[config.mk]
export PLATFORM = sky130hd
export DESIGN_NAME = rtbho_cfg
export DESIGN_NICKNAME = d
export VERILOG_FILES = /design/src/design/rtbho_pkg.sv /design/src/design/rtbho_cfg.sv
export VERILOG_INCLUDE_DIRS = /design/src /design/src/design
export SDC_FILE = /design/constraint.sdc
export NUM_CORES = 1
export LEC_CHECK = 0
export BUFFER_PORTS_ARGS = -buffer_cell sky130_fd_sc_hd__buf_2
export CAP_MARGIN = 30
export CORE_ASPECT_RATIO = 0.9
export CORE_MARGIN = 2
export CORE_UTILIZATION = 30
export CTS_CLUSTER_SIZE = 28
export DETAILED_ROUTE_END_ITERATION = 12
export PLACE_DENSITY_LB_ADDON = 0.05
export SETUP_SLACK_MARGIN = 0.02
export SYNTH_ARGS = -nofsm -noshare
export SYNTH_HDL_FRONTEND = slang
export SYNTH_SLANG_ARGS = --single-unit
[constraint.sdc]
create_clock -name clk -period 3.8 [get_ports clk]
set_input_delay 0.95 -clock clk [delete_from_list [all_inputs] [get_ports clk]]
set_output_delay 0.95 -clock clk [all_outputs]
set_load 0.05 [all_outputs]
[src/design/ray_two_box_hit_order_defines.svh]
`ifndef RAY_TWO_BOX_HIT_ORDER_DEFINES_SVH
`define RAY_TWO_BOX_HIT_ORDER_DEFINES_SVH

// Check that the consequent holds in the same cycle as the antecedent
`define RTBHO_ASSERT_IMP(label, clk, rst_n, ante, cons, msg) \
label: assert property (@(posedge clk) disable iff (!rst_n) (ante) |-> (cons)) \
	else $error(msg);

// Check that the consequent holds in the cycle after the antecedent
`define RTBHO_ASSERT_NXT(label, clk, rst_n, ante, cons, msg) \
label: assert property (@(posedge clk) disable iff (!rst_n) (ante) |=> (cons)) \
	else $error(msg);

`endif

[src/design/rtbho_pkg.sv]
`timescale 1ns / 1ps
`default_nettype none

package rtbho_pkg;

	// Three spatial axes
	localparam int AXES = 3;

	// Register map, index within the configuration space
	typedef enum logic [2:0] {
		REG_ORIGIN_X  = 3'd0,
		REG_ORIGIN_Y  = 3'd1,
		REG_ORIGIN_Z  = 3'd2,
		REG_HEADING_X = 3'd3,
		REG_HEADING_Y = 3'd4,
		REG_HEADING_Z = 3'd5
	} reg_idx_t;

	// Result codes
	typedef enum logic [2:0] {
		HIT_NONE          = 3'd0,
		HIT_FIRST         = 3'd1,
		HIT_SECOND        = 3'd2,
		HIT_FIRST_NEARER  = 3'd3,
		HIT_SECOND_NEARER = 3'd4
	} hit_order_t;

	// Divider output status
	typedef struct packed {
		logic valid;
		logic ok;
	} div_flag_t;

	// Face test output status
	typedef struct packed {
		logic valid;
		logic hit;
	} face_flag_t;

endpackage

`default_nettype wire

[src/design/rtbho_cfg.sv]
`timescale 1ns / 1ps
`default_nettype none
`include "ray_two_box_hit_order_defines.svh"

module rtbho_cfg #(
	parameter int CW       = 32,
	parameter int DW       = 32,
	parameter int ADDR_LSB = 2
) (
	input  logic                                 clk,
	input  logic                                 arst_n,
	input  logic                                 psel,
	input  logic                                 penable,
	input  logic                                 pwrite,
	input  logic [ADDR_LSB+2:0]                  paddr,
	input  logic [DW-1:0]                        pwdata,
	output logic [DW-1:0]                        prdata,
	output logic                                 pready,
	output logic [rtbho_pkg::AXES-1:0][CW-1:0]   org,
	output logic [rtbho_pkg::AXES-1:0][CW-1:0]   hdg
);
	import rtbho_pkg::*;

	logic signed [CW-1:0] org_q [AXES];
	logic signed [CW-1:0] hdg_q [AXES];
	logic                 wr_en;
	logic [2:0]           ridx;
	logic signed [DW-1:0] rd_val;

	assign pready = 1'b1;
	assign wr_en  = psel && penable && pwrite;
	assign ridx   = paddr[ADDR_LSB+2:ADDR_LSB];

	// Write one register per access beat; unknown indices drop the write
	always_ff @(posedge clk or negedge arst_n) begin
		if (!arst_n) begin
			for (int i = 0; i < AXES; i++) begin
				org_q[i] <= '0;
				hdg_q[i] <= '0;
			end
		end else if (wr_en) begin
			case (reg_idx_t'(ridx))
				REG_ORIGIN_X:  org_q[0] <= pwdata[CW-1:0];
				REG_ORIGIN_Y:  org_q[1] <= pwdata[CW-1:0];
				REG_ORIGIN_Z:  org_q[2] <= pwdata[CW-1:0];
				REG_HEADING_X: hdg_q[0] <= pwdata[CW-1:0];
				REG_HEADING_Y: hdg_q[1] <= pwdata[CW-1:0];
				REG_HEADING_Z: hdg_q[2] <= pwdata[CW-1:0];
				default: ;
			endcase
		end
	end

	// Read back, sign-extended to the bus width
	always_comb begin
		case (reg_idx_t'(ridx))
			REG_ORIGIN_X:  rd_val = org_q[0];
			REG_ORIGIN_Y:  rd_val = org_q[1];
			REG_ORIGIN_Z:  rd_val = org_q[2];
			REG_HEADING_X: rd_val = hdg_q[0];
			REG_HEADING_Y: rd_val = hdg_q[1];
			REG_HEADING_Z: rd_val = hdg_q[2];
			default:       rd_val = '0;
		endcase
	end
	assign prdata = rd_val;

	always_comb begin
		for (int i = 0; i < AXES; i++) begin
			org[i] = org_q[i];
			hdg[i] = hdg_q[i];
		end
	end

	`RTBHO_ASSERT_NXT(a_cfg_hdg_x_wr, clk, arst_n, wr_en && (ridx == REG_HEADING_X), hdg_q[0] == $past(pwdata[CW-1:0]), "heading X write lost")

endmodule

`default_nettype wire

==> parameters.txt <==
Parameter                              Value

STA
  Setup clock skew after layout ... 0 ps
  Maximum clock rate ... 291 MHz
  Pins over their slew limit ... 0
  Worst Hold Margin ... 517 ps
  Count of final setup violators ... 0
  Period utilisation layout ... 90.5%
  Headroom to the max-slew limit ... between 50% and 60%
  TNS Setup ... 0 ps
  Post-layout min period ... between 3000 and 4000 ps
  Transition at the pin with the smallest max-transition slack ... 657 ps
  Number of hold-slack violations in the final timing report ... 0
  RSZ-0062 raised after global routing ... false

Floorplanning
  Starting density of the core ... 30.3%
  Cell row count ... 60
  Die Y ... 168 um
  Io pins ... 267
  Die Area ... 31400 um^2
  X dimension of the die ... 186 um
  Std-Cell Core Area ... 29700 um^2

Yosys
  Sequential-to-total area share from yosys stat ... 53.5%
  Netlist Area Pre-Place ... 8990 um^2
  Number of enable-type register cells in the synthesized netlist ... 0
  Number of distinct library cell variants in the gate-level netlist after synthesis ... 33
  Leading cell types by total area after synthesis ... sky130_fd_sc_hd__dfrtp_1 (53%), sky130_fd_sc_hd__mux2_2 (26%), sky130_fd_sc_hd__mux2_4 (5.0%)
  Total number of yosys warnings ... 0
  Proportion of synthesized flip-flops having asynchronous set or reset ... between 90% and 100%
  Area leader, netlist ... sky130_fd_sc_hd__dfrtp_1
  Area share of the largest cell type after synthesis ... 53.5%
  Syn Area/Cell ... 14.2 um^2
  Count of mapped cells out of synthesis ... between 600 and 700
  Primary flip-flop cell chosen by synthesis mapping ... sky130_fd_sc_hd__dfrtp_1
  Post-synth net total ... 676
  Total of flip-flops plus latches after synthesis ... between 150 and 200

Layout
  Most frequent cells in the layout ... sky130_fd_sc_hd__buf_2 (260), sky130_fd_sc_hd__mux2_2 (205), sky130_fd_sc_hd__dfrtp_1 (192), sky130_fd_sc_hd__nand2_1 (31), sky130_fd_sc_hd__mux2_4 (30)
  Most frequent standard cell in the layout excluding fill and tap cells ... sky130_fd_sc_hd__buf_2
  Post-layout net count ... approximately 940
  Area taken by flip-flops and latches ... 4800 um^2
  Area of combinational cells with multiple inputs ... 3890 um^2
  P&R area growth vs syn ... 27.3%
  Finished layout cell area ... 11400 um^2
  Fillers ... 2863
  Fraction of layout cells with a size suffix above 1 ... ~62%

Global routing
  Global route overflow ... 0
  First-pass GRT wire length ... 43.4 mm
  Largest net degree at the start of global routing ... 85
  Number of global-route vias before repair ... between 6000 and 7000
  Aggregate global-route resource usage ... a little under a fifth
  Antenna violations before repair ... 2

Critical path
  Sort of element at the end of the critical path ... output port
  Master of the slowest instance on the critical path ... sky130_fd_sc_hd__buf_4
  Largest fanout on the critical path ... 37
  Arrival time reported for the critical path endpoint ... 2490 ps
  Startpoint-to-endpoint class of the critical path ... input port to output port
  Endpoint required time on the critical path ... 2850 ps
  Delay of the slowest cell on the worst path ... 470 ps
  Cell chain of the critical path ... buf_4 -> buf_4 -> mux2_2 -> a21oi_1 -> o21ai_0 -> buf_2
  Most frequent CP cell ... sky130_fd_sc_hd__buf_4
  Depth of the worst register-to-register path ... 1
  Critical Path Source Type ... input port

Clocking
  Number of hold-repair buffers added at the cts stage ... 0
  Clk_lat worst skew ... 430 ps
  Clock buffer count from CTS ... 17
  Post-CTS repair timing setup buffer count ... 0
  Clock tree from TritonCTS ... yes
  CTS HTree Levels ... 4
  Number of cells upsized or downsized after cts ... 0
  Clock root cell ... sky130_fd_sc_hd__clkbuf_16
  Clock tree buffer depth ... 2
  Total number of clock tree sinks ... 192
  Clk pin slew, worst setup/hold paths ... 70 ps

Detailed routing
  Wire length per cell ... about 22 um
  Routed vias ... between 6000 and 7000
  Detailed router's first-iteration violation count ... 253
  Number of remaining DRC errors ... 0
  Remaining antenna violation count ... 0
  Pre-antenna DRT Iters ... 4
  Mean number of vias per cell ... ~5.0
  Total Wirelength ... 28.9 mm

Place
  Routability congestion estimate ... 0.819
  Count of input and output buffers ... 263
  Standard cell area after detailed placement ... 10800 um^2
  Half-perimeter wire length after detailed placement ... 19.7 mm

Power and ir drop
  Leak pwr ... between 5 and 6 nW
  Power density over the cells ... ~670 nW/um^2
  Post-layout total power ... 7.63 mW
  VDD IR-drop max ... between 300 and 400 uV

Hold path
  Number of instances on the worst hold path ... 1
  Kind of path behind the tightest hold check ... flip-flop to flip-flop

Flow run
  Max capacitance violation total ... 0

Run status
  Run status ... finished, final reports clean
==> critical path: cells and delay by family <==
kind,cells,cell delay (ps)
buf+inv,3,950
compound gates,2,220
mux,1,340
==> stage by stage <==
step | std cells | utilization, % | setup WS [ps]
after floorplan | 634 | - | 10.4
after global placement | 1280 | 36.6 | 351
after detailed placement | 1280 | 36.6 | 344
after CTS | 1311 | 38.6 | 342
after global routing | 1312 | 38.6 | 246
final | 1312 | 38.6 | 362
==> state kept, by name (all words and copies together), names as in the netlist <==
name and count:
hdg 96, org 96
==> cells by family after synthesis <==
| group | share of synthesized area, % |
|---|---|
| multiplexers | 33.7 |
| flip-flops | 53.5 |
| AO/OA/AOI/OAI | 6.31 |
| AND/OR/NAND/NOR | 3.02 |
| buffers and inverters | 3.51 |
| other | 0.0417 |
==> routing by layer <==
metal,GRT usage (%),share of wire [%],vias up
li1,-,-,2859
met1,23.3,44,3414
met2,30.3,48,196
met3,5.46,6.4,27
met4,5.22,1.5,2
met5,0,0.038,-
==> worst paths after layout <==
| kind | startpoint | end | slack (ps) |
|---|---|---|---|
| max | paddr[2] | prdata[28] | 360 |
| min reg2reg | hdg[3] | hdg[3] | 520 |
| max in group asynchronous | arst_n | org[87] | 2320 |
| max reg2reg | hdg[77] | hdg[77] | 2980 |
| min | hdg[3] | hdg[3] | 520 |
| min in group asynchronous | arst_n | org[50] | 530 |
==> cell usage after synthesis (2+ instances only) <==
master and number:
sky130_fd_sc_hd__nand2_1 32, sky130_fd_sc_hd__mux2_2 205, sky130_fd_sc_hd__buf_2 18, sky130_fd_sc_hd__a211o_1 6
sky130_fd_sc_hd__a21oi_1 12, sky130_fd_sc_hd__buf_4 15, sky130_fd_sc_hd__buf_6 7, sky130_fd_sc_hd__a221oi_1 15
sky130_fd_sc_hd__nor3b_1 6, sky130_fd_sc_hd__nor2_2 3, sky130_fd_sc_hd__nand2b_1 2, sky130_fd_sc_hd__a31oi_1 15
sky130_fd_sc_hd__dfrtp_1 192, sky130_fd_sc_hd__a2bb2oi_1 3, sky130_fd_sc_hd__a22oi_1 7, sky130_fd_sc_hd__clkbuf_1 8
sky130_fd_sc_hd__o21ai_0 16, sky130_fd_sc_hd__mux2_4 30, sky130_fd_sc_hd__mux2i_1 12, sky130_fd_sc_hd__a32oi_1 7
sky130_fd_sc_hd__mux2_1 11
==> power breakdown <==
group,internal (mW),total [mW],switching [mW]
clock,1.04,1.85,0.811
sequential,2.44,2.77,0.324
combinational,0.830,3.02,2.19
total,4.31,7.63,3.32
==> cell type report <==
| class | instances | share of cell area [%] |
|---|---|---|
| Antenna cell | 1 | 0.0219 |
| Clock buffer | 19 | 3.78 |
| Clock inverter | 12 | 1.39 |
| Inverter | 1 | 0.0328 |
| Multi-Input combinational cell | 393 | 34.0 |
| Sequential cell | 192 | 42.0 |
| Tap cell | 403 | 4.41 |
| Timing Repair Buffer | 291 | 14.3 |
No activity file was read; power rests on OpenSTA's default activity.
